### src/b64se_pkg.sv
// Shared types, constants and the alphabet lookup for the Base64 encoder.
`timescale 1ns / 1ps

package b64se_pkg;

    localparam int unsigned GroupBits = 24;
    localparam int unsigned QueueDepth = 2;
    localparam int unsigned QueuePtrBits = $clog2(QueueDepth);
    localparam logic [6:0] PAD_CHAR = 7'h3D;

    // one 24-bit group on its way from the front end to the serialiser
    typedef struct packed {
        logic [GroupBits-1:0] bits;
        logic [1:0]           have;   // bytes in the group: 1, 2 or 3
        logic                 last;   // group closes the string
    } group_t;

    function automatic logic [6:0] b64_char(input logic [5:0] idx);
        logic [6:0] ch;
        begin
            if (idx < 6'd26)
            begin
                ch = 7'h41 + {1'b0, idx};
            end
            else if (idx < 6'd52)
            begin
                ch = 7'h61 + {1'b0, idx - 6'd26};
            end
            else if (idx < 6'd62)
            begin
                ch = 7'h30 + {1'b0, idx - 6'd52};
            end
            else if (idx == 6'd62)
            begin
                ch = 7'h2B;
            end
            else
            begin
                ch = 7'h2F;
            end
            return ch;
        end
    endfunction

endpackage

### src/b64se_front.sv
// Front end: gathers input bytes into groups of three and emits closed groups.
`timescale 1ns / 1ps

module b64se_front
(
    input  logic              clk,
    input  logic              rst_n,
    input  logic              push,
    output logic              full,
    input  logic [7:0]        data_byte,
    input  logic              end_of_string,
    output logic              grp_wr,
    output b64se_pkg::group_t grp,
    input  logic              grp_full
);
    import b64se_pkg::*;

    logic [15:0] bytes_reg;
    logic [15:0] bytes_next;
    logic [1:0]  count_reg;
    logic [1:0]  count_next;
    logic        accept;
    logic [1:0]  have;
    logic        emit;

    assign full   = grp_full;
    assign accept = push && !grp_full;
    assign have   = count_reg + 2'd1;
    assign emit   = (count_reg == 2'd2) || end_of_string;
    assign grp_wr = accept && emit;

    always_comb
    begin
        grp.have = have;
        grp.last = end_of_string;
        case (count_reg)
            2'd0:    grp.bits = {data_byte, 16'h0000};
            2'd1:    grp.bits = {bytes_reg[15:8], data_byte, 8'h00};
            default: grp.bits = {bytes_reg, data_byte};
        endcase
    end

    always_comb
    begin
        bytes_next = bytes_reg;
        count_next = count_reg;
        if (accept)
        begin
            if (emit)
            begin
                bytes_next = 16'h0000;
                count_next = 2'd0;
            end
            else
            begin
                if (count_reg == 2'd0)
                begin
                    bytes_next = {data_byte, 8'h00};
                end
                else
                begin
                    bytes_next = {bytes_reg[15:8], data_byte};
                end
                count_next = have;
            end
        end
    end

    always_ff @(posedge clk or negedge rst_n)
    begin
        if (!rst_n)
        begin
            bytes_reg <= 16'h0000;
            count_reg <= 2'd0;
        end
        else
        begin
            bytes_reg <= bytes_next;
            count_reg <= count_next;
        end
    end

endmodule

### src/b64se_queue.sv
// Short group queue between the front end and the character serialiser.
`timescale 1ns / 1ps

module b64se_queue
(
    input  logic              clk,
    input  logic              rst_n,
    input  logic              wr,
    input  b64se_pkg::group_t wr_data,
    output logic              q_full,
    input  logic              rd,
    output logic              rd_valid,
    output b64se_pkg::group_t rd_data
);
    import b64se_pkg::*;

    localparam int unsigned CountBits = $clog2(QueueDepth + 1);

    group_t                  slot_reg [QueueDepth];
    logic [QueuePtrBits-1:0] wr_ptr_reg;
    logic [QueuePtrBits-1:0] wr_ptr_next;
    logic [QueuePtrBits-1:0] rd_ptr_reg;
    logic [QueuePtrBits-1:0] rd_ptr_next;
    logic [CountBits-1:0]    count_reg;
    logic [CountBits-1:0]    count_next;
    logic                    do_wr;
    logic                    do_rd;

    assign q_full   = (count_reg == CountBits'(QueueDepth));
    assign rd_valid = (count_reg != '0);
    assign rd_data  = slot_reg[rd_ptr_reg];
    assign do_wr    = wr && !q_full;
    assign do_rd    = rd && rd_valid;

    always_comb
    begin
        wr_ptr_next = wr_ptr_reg;
        rd_ptr_next = rd_ptr_reg;
        count_next  = count_reg;
        if (do_wr)
        begin
            wr_ptr_next = (wr_ptr_reg == QueuePtrBits'(QueueDepth - 1)) ? '0
                                                                          : wr_ptr_reg + 1'b1;
        end
        if (do_rd)
        begin
            rd_ptr_next = (rd_ptr_reg == QueuePtrBits'(QueueDepth - 1)) ? '0
                                                                          : rd_ptr_reg + 1'b1;
        end
        if (do_wr && !do_rd)
        begin
            count_next = count_reg + 1'b1;
        end
        else if (do_rd && !do_wr)
        begin
            count_next = count_reg - 1'b1;
        end
    end

    always_ff @(posedge clk or negedge rst_n)
    begin
        if (!rst_n)
        begin
            wr_ptr_reg <= '0;
            rd_ptr_reg <= '0;
            count_reg  <= '0;
        end
        else
        begin
            wr_ptr_reg <= wr_ptr_next;
            rd_ptr_reg <= rd_ptr_next;
            count_reg  <= count_next;
        end
    end

    always_ff @(posedge clk)
    begin
        if (do_wr)
        begin
            slot_reg[wr_ptr_reg] <= wr_data;
        end
    end

endmodule

### src/b64se_back.sv
// Back end: each group to four chars in an output register, one per cycle unless stalled.
`timescale 1ns / 1ps

module b64se_back
(
    input  logic              clk,
    input  logic              rst_n,
    input  logic              grp_valid,
    input  b64se_pkg::group_t grp,
    output logic              grp_rd,
    output logic              empty,
    input  logic              pop,
    output logic [6:0]        code_char,
    output logic              final_char
);
    import b64se_pkg::*;

    group_t     cur_reg;
    group_t     cur_next;
    logic       busy_reg;
    logic       busy_next;
    logic [1:0] idx_reg;
    logic [1:0] idx_next;
    logic       out_valid_reg;
    logic       out_valid_next;
    logic [6:0] out_char_reg;
    logic [6:0] out_char_next;
    logic       out_final_reg;
    logic       out_final_next;
    logic       out_load;
    logic       take;
    logic       done;
    logic [6:0] ch;

    assign empty      = !out_valid_reg;
    assign code_char  = out_char_reg;
    assign final_char = out_final_reg;

    // output register frees up when empty or being popped this cycle
    assign out_load = !out_valid_reg || pop;
    assign take     = busy_reg && out_load;
    assign done     = take && (idx_reg == 2'd3);
    assign grp_rd   = !busy_reg || done;

    always_comb
    begin
        case (idx_reg)
            2'd0:    ch = b64_char(cur_reg.bits[23:18]);
            2'd1:    ch = b64_char(cur_reg.bits[17:12]);
            2'd2:    ch = (cur_reg.have >= 2'd2) ? b64_char(cur_reg.bits[11:6]) : PAD_CHAR;
            default: ch = (cur_reg.have == 2'd3) ? b64_char(cur_reg.bits[5:0]) : PAD_CHAR;
        endcase
    end

    always_comb
    begin
        cur_next       = cur_reg;
        busy_next      = busy_reg;
        idx_next       = idx_reg;
        out_valid_next = out_valid_reg;
        out_char_next  = out_char_reg;
        out_final_next = out_final_reg;
        if (out_load)
        begin
            out_valid_next = busy_reg;
        end
        if (take)
        begin
            out_char_next  = ch;
            out_final_next = cur_reg.last && (idx_reg == 2'd3);
            idx_next       = idx_reg + 2'd1;
            if (done)
            begin
                busy_next = 1'b0;
            end
        end
        if (grp_rd && grp_valid)
        begin
            cur_next  = grp;
            busy_next = 1'b1;
            idx_next  = 2'd0;
        end
    end

    always_ff @(posedge clk or negedge rst_n)
    begin
        if (!rst_n)
        begin
            busy_reg      <= 1'b0;
            idx_reg       <= 2'd0;
            out_valid_reg <= 1'b0;
        end
        else
        begin
            busy_reg      <= busy_next;
            idx_reg       <= idx_next;
            out_valid_reg <= out_valid_next;
        end
    end

    always_ff @(posedge clk)
    begin
        cur_reg       <= cur_next;
        out_char_reg  <= out_char_next;
        out_final_reg <= out_final_next;
    end

endmodule

### src/base64_stream_encoder.sv
// Top level of the streaming Base64 encoder.
//
// Input side is a queue: a byte word (data_byte, end_of_string) is taken on
// a clock edge with push high and full low. end_of_string closes the string.
// Output side is a queue too: while empty is low, code_char and final_char
// show the oldest character; pop high on an edge takes it.
// Every third byte, or any byte with end_of_string, closes a group that gives
// four characters ('=' padded on a short group); final_char marks the last
// character of a string. A byte that closes nothing gives no output.
// A closing byte's group passes through the group queue and the back end's
// group register before its first character reaches the output register.
// The serialiser gives one character per cycle while the output is empty or
// popped; input only stalls once the two-entry group queue is full.
// When pop is held low, characters stay put, the queue fills and full rises;
// no word is dropped. Reset clears pending bytes, the queue and the output.
`timescale 1ns / 1ps

module base64_stream_encoder
(
    input  logic       clk,
    input  logic       rst_n,
    input  logic       push,
    output logic       full,
    input  logic [7:0] data_byte,
    input  logic       end_of_string,
    output logic       empty,
    input  logic       pop,
    output logic [6:0] code_char,
    output logic       final_char
);
    import b64se_pkg::*;

    group_t wr_grp;
    group_t rd_grp;
    logic   grp_wr;
    logic   q_full;
    logic   q_rd;
    logic   q_valid;

    b64se_front u_front
    (
        .clk           (clk),
        .rst_n         (rst_n),
        .push          (push),
        .full          (full),
        .data_byte     (data_byte),
        .end_of_string (end_of_string),
        .grp_wr        (grp_wr),
        .grp           (wr_grp),
        .grp_full      (q_full)
    );

    b64se_queue u_queue
    (
        .clk      (clk),
        .rst_n    (rst_n),
        .wr       (grp_wr),
        .wr_data  (wr_grp),
        .q_full   (q_full),
        .rd       (q_rd),
        .rd_valid (q_valid),
        .rd_data  (rd_grp)
    );

    b64se_back u_back
    (
        .clk        (clk),
        .rst_n      (rst_n),
        .grp_valid  (q_valid),
        .grp        (rd_grp),
        .grp_rd     (q_rd),
        .empty      (empty),
        .pop        (pop),
        .code_char  (code_char),
        .final_char (final_char)
    );

endmodule
### config.mk
export PLATFORM = sky130hd
export DESIGN_NAME = base64_stream_encoder
export DESIGN_NICKNAME = d
export VERILOG_FILES = /design/src/b64se_pkg.sv /design/src/b64se_front.sv /design/src/b64se_queue.sv /design/src/b64se_back.sv /design/src/base64_stream_encoder.sv
export SDC_FILE = /design/constraint.sdc
export NUM_CORES = 1
export LEC_CHECK = 0
export BUFFER_PORTS_ARGS = -buffer_cell sky130_fd_sc_hd__buf_2
export CORE_AREA = 3 3 112 114
export CTS_CLUSTER_SIZE = 25
export DETAILED_ROUTE_END_ITERATION = 16
export DIE_AREA = 0 0 115 117
export PLACE_DENSITY_LB_ADDON = 0.2
export SYNTH_ARGS = -nofsm -noshare
export SYNTH_HDL_FRONTEND = slang
export SYNTH_SLANG_ARGS = --single-unit
### constraint.sdc
create_clock -name clk -period 3.3 [get_ports clk]
set_input_delay 0.495 -clock clk [delete_from_list [all_inputs] [get_ports clk]]
set_output_delay 0.495 -clock clk [all_outputs]
set_load 0.005 [all_outputs]
==> metrics, run 1 <==
worst path required time 3.43 ns; reg-to-reg critical path endpoint u_back.code_char[4]; critical path launch point u_back.cur_reg[12]; R2R setup slack 0.79 ns; Worst slew margin 29.4%; post-CTS setup buffer count 0; Cell variety after synth 61; die footprint 13500 sq um; CTS Buffer Depth 2; min Tclk post-route 2.51 ns; Hold Path Class in2async; clock sinks 115; reg2reg path depth 7; Mapped Nets 629; RSZ-0062 raised after global routing no; wl on met1 5930 um; DP Wirelength 9380 um; hold buffer count at cts 0; H-tree Lvls 4; status complete, no violations; most common cell after layout, fill and taps aside edfxtp_1; Pwr Density 841 nW/um^2; fin. max-slew vios 0; die width 115 um; via count 4421; Main synth FF type edfxtp_1; ANT nets after route 0; Resized cells post-CTS 0; data arrival time of the worst path 2.64 ns; Crit. End Element flip-flop; Max FO, Critical Path 11; Reg clk slew, reported paths 0.06 ns; GRT Total Usage 20.8%; Syn Inst Count 569; post-synthesis sequential area ratio 50.1%; synth-to-layout area growth 11.9%; worst r2r src u_back.cur_reg[12]; syn avg cell area 11.7 sq um; commonest non-fill, non-tap cells in the layout edfxtp_1, ha_1, nand2_1; # rows 39; highest achievable clock rate 399 MHz; Root Driver clkbuf_16; initial DRC count 269; Crit Path Category reg2reg; Placer Congestion 0.882; layout cells sized above 1 17.7%; WL/cell 17.4 um; Skew-Pair Late Insertion Delay 0.40 ns; Setup Skew 0.0133 ns; Final Instance Area 7420 sq um; placed inst area 6850 sq um; Ports 23; maximum vdd drop 0.624 mV; Detail Route met2 WL 6400 um; largest net degree at the start of global routing 31; Least-Margin Pin Slew 1.05 ns; ratio of final minimum period to clock period 76.0%; number of CTS-inserted buffers 17; Initial Util 57.6%; Worst Setup Start Kind flip-flop; Final Hold Viols 0; global route overflow 0; setup tns final 0 ns; via/cell ratio 5.92; ant diodes 0; Post-synth EDFFs 89; I/O Buffers 22; max-cap violations 0; top sig layer met4; Residual DRC 0; initial antenna violation count 0; post-synthesis cell area 6640 sq um; post-detailed-routing wire length 13000 um; Final Setup Violations 0; CP endpoint u_back.code_char[4]; #FFs+latches synth 115; Core ar. 11500 sq um; Pleak 0.00299 uW; async set-reset flop share out of synthesis 22.6%; CTS tree done; Pre-Repair DR Iteration Count 6; max reg flops 54; wire length of the first global-routing pass 21800 um; metal3 WL 512 um; synth warn 0; total power 6240 uW; nets 651; Die Y 117 um; number of global-route vias before repair 4452
cell type report:
type / count / area [sq um]
clock buffer: 25 / 529
clock inverter: 7 / 41.3
fill: 865 / 4090
inverter: 31 / 116
multi-input combinational: 399 / 3090
sequential: 115 / 3320
tap: 143 / 179
timing repair buffer: 27 / 148
power breakdown:
| part | switching (uW) | internal [uW] | total (uW) |
|---|---|---|---|
| combinational | 1210 | 917 | 2130 |
| sequential | 276 | 2130 | 2410 |
| clock | 597 | 1110 | 1710 |
cells by family (layout without fill, tap and decap cells):
group                      count (synthesis)  in the layout  synth area share, %
AOI/OAI and AO/OA                        146            146                 15.8
and+or+nand+nor                          130            130                 10.4
DFF                                      115            115                 50.1
buffers and inverters                     55             90                 3.51
adders and majority gates                 47             47                 8.86
xor gates and xnor gates                  42             42                 5.66
muxes                                     34             34                 5.68
cells in the mapped netlist (9+ instances only):
library cell	count	share of area (%)
edfxtp_1	89	40
ha_1	47	8.9
nand2_1	45	2.5
a22o_1	33	4.4
o21ai_0	30	2.3
inv_1	28	1.6
mux2_2	27	4.6
dfrtp_1	26	9.8
nor2_1	25	1.4
xor2_1	24	3.2
a21oi_1	23	1.7
xnor2_1	17	2.2
and2_1	11	1.0
clkbuf_1	11	0.62
nand3_1	11	0.83
buf_2	9	0.68
per-stage QoR:
step / hold WS (ns) / setup slack (ns) / util, % / std cells
after global routing: 0.117 / 0.674 / 64.5 / 747
after global placement: 0.481 / 0.893 / 59.5 / 715
after detailed placement: 0.488 / 0.839 / 59.5 / 715
after CTS: 0.102 / 0.835 / 64.5 / 747
after floorplan: 0.199 / 0.140 / - / 569
final: 0.0943 / 0.792 / 64.5 / 747
per-layer routing:
layer / vias to the layer above / global-route usage (%)
met4: 0 / 8.06
met2: 107 / 34.5
met5: - / 0
met3: 10 / 4.06
li1: 2164 / -
met1: 2140 / 27.1
worst max-delay path, stage by stage, from the launching register on:
cell and delay [ns]:
edfxtp_1 0.57, inv_1 0.20, ha_1 0.31, and3b_1 0.25, nand2_1 0.18, o311ai_0 0.22
o41ai_2 0.41, a31oi_1 0.12
worst min-delay path by stage:
stage                       endpoint  cells after the start  slack (ns)                  start
2_1_floorplan        u_back.busy_reg                      0        0.20                  rst_n
3_3_place_gp    u_queue.count_reg[1]                      1        0.48   u_queue.count_reg[1]
3_5_place_dp   u_front.bytes_reg[15]                      1        0.49  u_front.bytes_reg[15]
4_1_cts         u_front.count_reg[1]                      1        0.10                  rst_n
5_1_grt           u_queue.wr_ptr_reg                      1        0.12                  rst_n
6_report        u_front.count_reg[1]                      1        0.09                  rst_n
Note: power is estimated with default switching activity, not from simulation.
==> run 2: changes to the inputs <==
==> constraint.sdc (replaced) <==
create_clock -name clk -period 2.2 [get_ports clk]
set_input_delay 0.33 -clock clk [delete_from_list [all_inputs] [get_ports clk]]
set_output_delay 0.33 -clock clk [all_outputs]
set_load 0.005 [all_outputs]
==> run 2 against run 1 <==
Maximum frequency is 16% higher. Core utilization is 5.1 points higher. Critical path depth is 2 higher. Final cell count is 6.3% higher. Wire length is 12% higher. Non-clock buffer count is 47 higher. Register-to-register slack worse by 0.76 ns. Final area is 7.9% higher. Clock power is 73% higher. Flip-flop and latch count stayed put. Critical path type unchanged. Largest cell class unchanged. Largest power group is now combinational logic.
==> metrics, run 2 (synthesis gave the netlist of run 1 again) <==
layout cells sized above 1 28.0% (+10 points); ANT nets after route 0 (unchanged); critical path buffer and inverter count 2 (+1); ratio of final minimum period to clock period 98.6% (+23 points); Least-Margin Pin Slew 0.630 ns (-0.420 ns); Worst Setup Start Kind flip-flop; max-cap violations 0 (unchanged); Multi-input gate area 3220 sq um (+4.3%); Pwr Density 1280 nW/um^2 (+52%); # rows 39 (unchanged); Pre-Repair DR Iteration Count 6 (unchanged); GRT Total Usage 22.9% (+2.2 points); Final Hold Viols 0 (unchanged); nets 698 (+7.2%); initial DRC count 340 (+26%); H-tree Lvls 4 (unchanged); Max FO, Critical Path 4 (-7); via count 4703 (+6.4%); die width 115 um (unchanged); CTS Buffer Depth 2 (unchanged); worst r2r src u_back.cur_reg[11]; setup tns final 0 ns (unchanged); I/O Buffers 22 (unchanged); total power 10300 uW (+64%); Placer Congestion 0.910 (+3.1%); Fin Hold WS 0.172 ns (+0.0778 ns); via/cell ratio 5.92 (about the same); Ports 23 (unchanged); clock sinks 115 (unchanged); hold path depth 1; Worst slew margin 58.0% (+29 points); number of CTS-inserted buffers 17 (unchanged); Die Y 117 um (unchanged); die footprint 13500 sq um (unchanged); register area 3320 sq um (unchanged); worst path required time 2.48 ns (-0.95 ns); Worst path top cell family by delay compound AO/OA/AOI/OAI gates; ant diodes 0 (unchanged); Reg clk slew, reported paths 0.05 ns (about the same); CTS tree done; Initial Util 57.6% (unchanged); initial antenna violation count 0 (unchanged); Final Util 69.5% (+5.1 points); min-delay src end_of_string; wire length of the first global-routing pass 23800 um (+9.3%); placed inst area 7200 sq um (+5.1%); Final Setup Violations 0 (unchanged); min Tclk post-route 2.17 ns (-0.339 ns); post-detailed-routing wire length 14500 um (+12%); Setup Skew 0.00730 ns (-0.00597 ns); data arrival time of the worst path 2.45 ns (-0.19 ns); DP Wirelength 10300 um (+10%); maximum vdd drop 0.972 mV (+56%); Pleak 0.00325 uW (+8.7%); global route overflow 0 (unchanged); synth-to-layout area growth 20.7%; status complete, no violations; Skew-Pair Late Insertion Delay 0.42 ns (+0.02 ns); highest achievable clock rate 461 MHz (+16%); fin. max-slew vios 0 (unchanged); Final Instance Area 8010 sq um (+7.9%); Root Driver clkbuf_16; Worst path depth 9 (+2); reg2reg path depth 9 (+2); largest net degree at the start of global routing 31 (unchanged); Core ar. 11500 sq um (unchanged); slowest CP cell edfxtp_1; critical path, cell by cell inv_2, ha_2, xor2_1, ha_1, inv_1, o221ai_1, a311o_1, a21oi_2, o41a_1; RSZ-0062 raised after global routing yes; fillers 823 (-4.9%); Hold Path Class in2reg; worst stage delay on the critical path 0.45 ns (-0.12 ns); Crit. End Element flip-flop; number of global-route vias before repair 4801 (+7.8%); critical path launch point u_back.cur_reg[11]; Crit Path Category reg2reg; Residual DRC 0 (unchanged); WL/cell 18.3 um (+5.1%); commonest non-fill, non-tap cells in the layout edfxtp_1, buf_4, nand2_1; most common cell after layout, fill and taps aside edfxtp_1; max reg flops 54 (unchanged)
## run 2: cell count changes in the layout (fill, tap and decap cells not counted), moves of 4 or more
cell / delta
ha_2: +6
inv_2: +6
ha_1: -7
bufinv_16: +5
buf_4: +43
clkbuf_1: -4
o21ai_0: -5
o21ai_1: +5
inv_1: -6
## run 2: area by class of cell
| type | instances | area share [%] |
|---|---|---|
| Clock buffer | 17 | 5.31 |
| Timing Repair Buffer | 74 | 6.64 |
| Sequential cell | 115 | 41.5 |
| Inverter | 31 | 1.45 |
| Tap cell | 143 | 2.23 |
| Clock inverter | 15 | 2.66 |
| Multi-Input combinational cell | 399 | 40.2 |
## run 2: per-stage QoR
stage,instances,setup WS [ns]
after floorplan,569,0.0637
after global placement,756,0.0887
after detailed placement,756,-0.0103
after CTS,791,0.00533
after global routing,794,-0.0478
final,794,0.0312
## run 2: metal layers
metal | GRT usage, % | up-vias | part of all wire [%]
li1 | - | 2256 | -
met1 | 28.2 | 2265 | 42
met2 | 40.0 | 157 | 52
met3 | 3.86 | 25 | 4.4
met4 | 10.1 | 0 | 2.1
met5 | 0 | - | 0
## run 2: report_power, final
group	leakage [uW]	switching (uW)	internal, uW
clock network	0.000304	961	1990
logic	0.00179	2080	1690
registers	0.00116	338	3200
total	0.00325	3380	6880
## run 2: timing repair
item	CTS	global route
hold buffers	1	0
pin swaps	2	7
cloned	0	0
resized for setup	3	34
setup buffers	2	3
endpoints found under the setup margin	1	18
hold endpoints to repair	26	0
## run 2: worst paths after layout
kind,slack [ns],endpoint
worst min-delay path,0.17,u_queue.slot_reg[1][0]
worst min register to register,0.50,u_queue.count_reg[1]
worst max-delay path,0.03,u_back.code_char[5]
min in group asynchronous,0.47,u_front.count_reg[1]
worst max register to register,0.03,u_back.code_char[5]
max in group asynchronous,1.32,u_queue.rd_ptr_reg
==> run 3: changes to the inputs <==
--- a/config.mk
+++ b/config.mk
@@ -6,10 +6,10 @@
 export NUM_CORES = 1
 export LEC_CHECK = 0
 export BUFFER_PORTS_ARGS = -buffer_cell sky130_fd_sc_hd__buf_2
-export CORE_AREA = 3 3 112 114
+export CORE_AREA = 3 3 110 112
 export CTS_CLUSTER_SIZE = 25
 export DETAILED_ROUTE_END_ITERATION = 16
-export DIE_AREA = 0 0 115 117
+export DIE_AREA = 0 0 113 115
 export PLACE_DENSITY_LB_ADDON = 0.2
 export SYNTH_ARGS = -nofsm -noshare
 export SYNTH_HDL_FRONTEND = slang
==> constraint.sdc (replaced) <==
create_clock -name clk -period 2.16 [get_ports clk]
set_input_delay 0.324 -clock clk [delete_from_list [all_inputs] [get_ports clk]]
set_output_delay 0.324 -clock clk [all_outputs]
set_load 0.005 [all_outputs]
==> run 3 against run 2 <==
Global-route usage rose by 0.084 points. Non-clock buffer count rose by 13. Flip-flop and latch count did not move. Final cell count rose by 1.6%. Hold slack got worse by 0.015 ns. Sequential share of layout area fell by 0.29 points. Wire length rose by 0.32%. Core utilization rose by 1.7 points. Final area rose by 0.70%. First-iteration DRC count rose by 4.4%. Highest routed layer unchanged.
==> metrics, run 3 (synthesis gave the netlist of run 1 again) <==
nets 711 (+1.9%); RSZ-0062 raised after global routing yes; GRT Total Usage 23.0% (+0.084 points); wire length of the first global-routing pass 23500 um (-1.3%); Core ar. 11300 sq um (-1.7%); commonest non-fill, non-tap cells in the layout edfxtp_1, buf_4, nand2_1; die footprint 13000 sq um (-3.4%); clock sinks 115 (unchanged); total power 10100 uW (-1.6%); data arrival time of the worst path 2.29 ns (-0.16 ns); ANT nets after route 0 (unchanged); critical path launch point u_back.cur_reg[17]; critical path buffer and inverter count 1 (-1); initial antenna violation count 0 (unchanged); Final WS setup 0.0225 ns (-0.00870 ns); CTS Buffer Depth 2 (unchanged); post-detailed-routing wire length 14500 um (+0.32%); Max FO, Critical Path 7 (+3); Hold Path Class in2reg; Die Y 115 um (-1.7%); largest net degree at the start of global routing 31 (unchanged); worst path required time 2.31 ns (-0.17 ns); ratio of final minimum period to clock period 99.0% (+0.38 points); slowest CP cell edfxtp_1; via count 4723 (+0.43%); pre-CTS setup slack -0.0739 ns (-0.0636 ns); WL/cell 18.0 um (-1.3%); synth-to-layout area growth 21.6%; maximum vdd drop 0.867 mV (-11%); fin. max-slew vios 0 (unchanged); highest achievable clock rate 468 MHz (+1.5%); Worst Setup Start Kind flip-flop; initial DRC count 355 (+4.4%); DP Wirelength 10300 um (-0.62%); Pre-Repair DR Iteration Count 5 (-1); reg-to-reg critical path endpoint u_back.code_char[5]; Root Driver clkbuf_16; H-tree Lvls 4 (unchanged); Worst slew margin 57.6% (-0.40 points); Initial Util 58.6% (+0.99 points); number of CTS-inserted buffers 17 (unchanged); Pleak 0.00328 uW (+0.67%); Crit Path Category reg2reg; Worst path top cell family by delay compound AO/OA/AOI/OAI gates; Least-Margin Pin Slew 0.632 ns (+0.00224 ns); min Tclk post-route 2.14 ns (-0.0313 ns); layout cells sized above 1 30.4% (+2.5 points); number of global-route vias before repair 4692 (-2.3%); R2R setup slack 0.02 ns (about the same); reg2reg path depth 8 (-1); via/cell ratio 5.85 (-1.2%); most common cell after layout, fill and taps aside edfxtp_1; Worst path depth 8 (-1); min-delay src end_of_string; status complete, no violations; setup tns final 0 ns (unchanged); CTS tree done; fillers 768 (-6.7%); ant diodes 0 (unchanged); global route overflow 0 (unchanged); worst stage delay on the critical path 0.46 ns (about the same); Placer Congestion 0.906 (-0.40%); Final Util 71.2% (+1.7 points); Reg clk slew, reported paths 0.06 ns (about the same); Residual DRC 0 (unchanged); Final Hold Viols 0 (unchanged); Ports 23 (unchanged); I/O Buffers 22 (unchanged); critical path, cell by cell inv_2, ha_1, a21oi_4, o21bai_4, nor3_1, o21ai_1, nand3_1, o41a_1; Final Setup Violations 0 (unchanged); max reg flops 54 (unchanged); die width 113 um (-1.7%); Pwr Density 1250 nW/um^2 (-2.3%); # rows 39 (unchanged); Skew-Pair Late Insertion Delay 0.41 ns (about the same); CP endpoint u_back.code_char[5]; Crit. End Element flip-flop; max-cap violations 0 (unchanged); Setup Skew 0.00913 ns (+0.00183 ns); worst r2r src u_back.cur_reg[17]
## run 3: stage by stage
step,hold slack [ns],cell area [sq um],std cells
floorplan,0.0284,6660,569
global placement,0.353,7240,761
detailed placement,0.357,7240,761
CTS,0.141,7850,799
global route,0.161,8070,807
finish,0.157,8070,807
## run 3: how the worst min path moves through the flow
stage | slack (ns) | end | cells after the start
6_report | 0.16 | u_queue.slot_reg[0][0] | 1
4_1_cts | 0.14 | u_queue.slot_reg[1][0] | 1
2_1_floorplan | 0.03 | u_back.busy_reg | 0
5_1_grt | 0.16 | u_queue.slot_reg[0][0] | 1
3_5_place_dp | 0.36 | u_queue.wr_ptr_reg | 1
3_3_place_gp | 0.35 | u_queue.wr_ptr_reg | 1
## run 3: final cells by class
cell class                      count  area, sq um  area share [%]
Clock inverter                     13          111            1.38
Clock buffer                       19          433            5.37
Tap cell                          143          179            2.22
Multi-Input combinational cell    399         3280            40.6
Inverter                           31          116            1.44
Timing Repair Buffer               87          626            7.76
Sequential cell                   115         3320            41.2
## run 3: per-layer routing
metal	GRT usage [%]	up-vias	routed length, um
met5	0	-	0
met4	10.3	0	384
met3	4.11	33	488
met2	39.3	117	7500
met1	28.9	2287	6180
li1	-	2286	-
## run 3: where the power goes
group | internal (uW) | leakage, uW | switching [uW]
registers | 3260 | 0.00116 | 342
clock network | 1570 | 0.000259 | 972
logic | 1800 | 0.00186 | 2140
## run 3: what timing repair did
action,CTS,global route
endpoints found under the setup margin,4,16
pin swaps,1,16
setup buffers,5,8
hold buffers,1,0
gates resized for setup,5,42
hold endpoints to repair,26,0
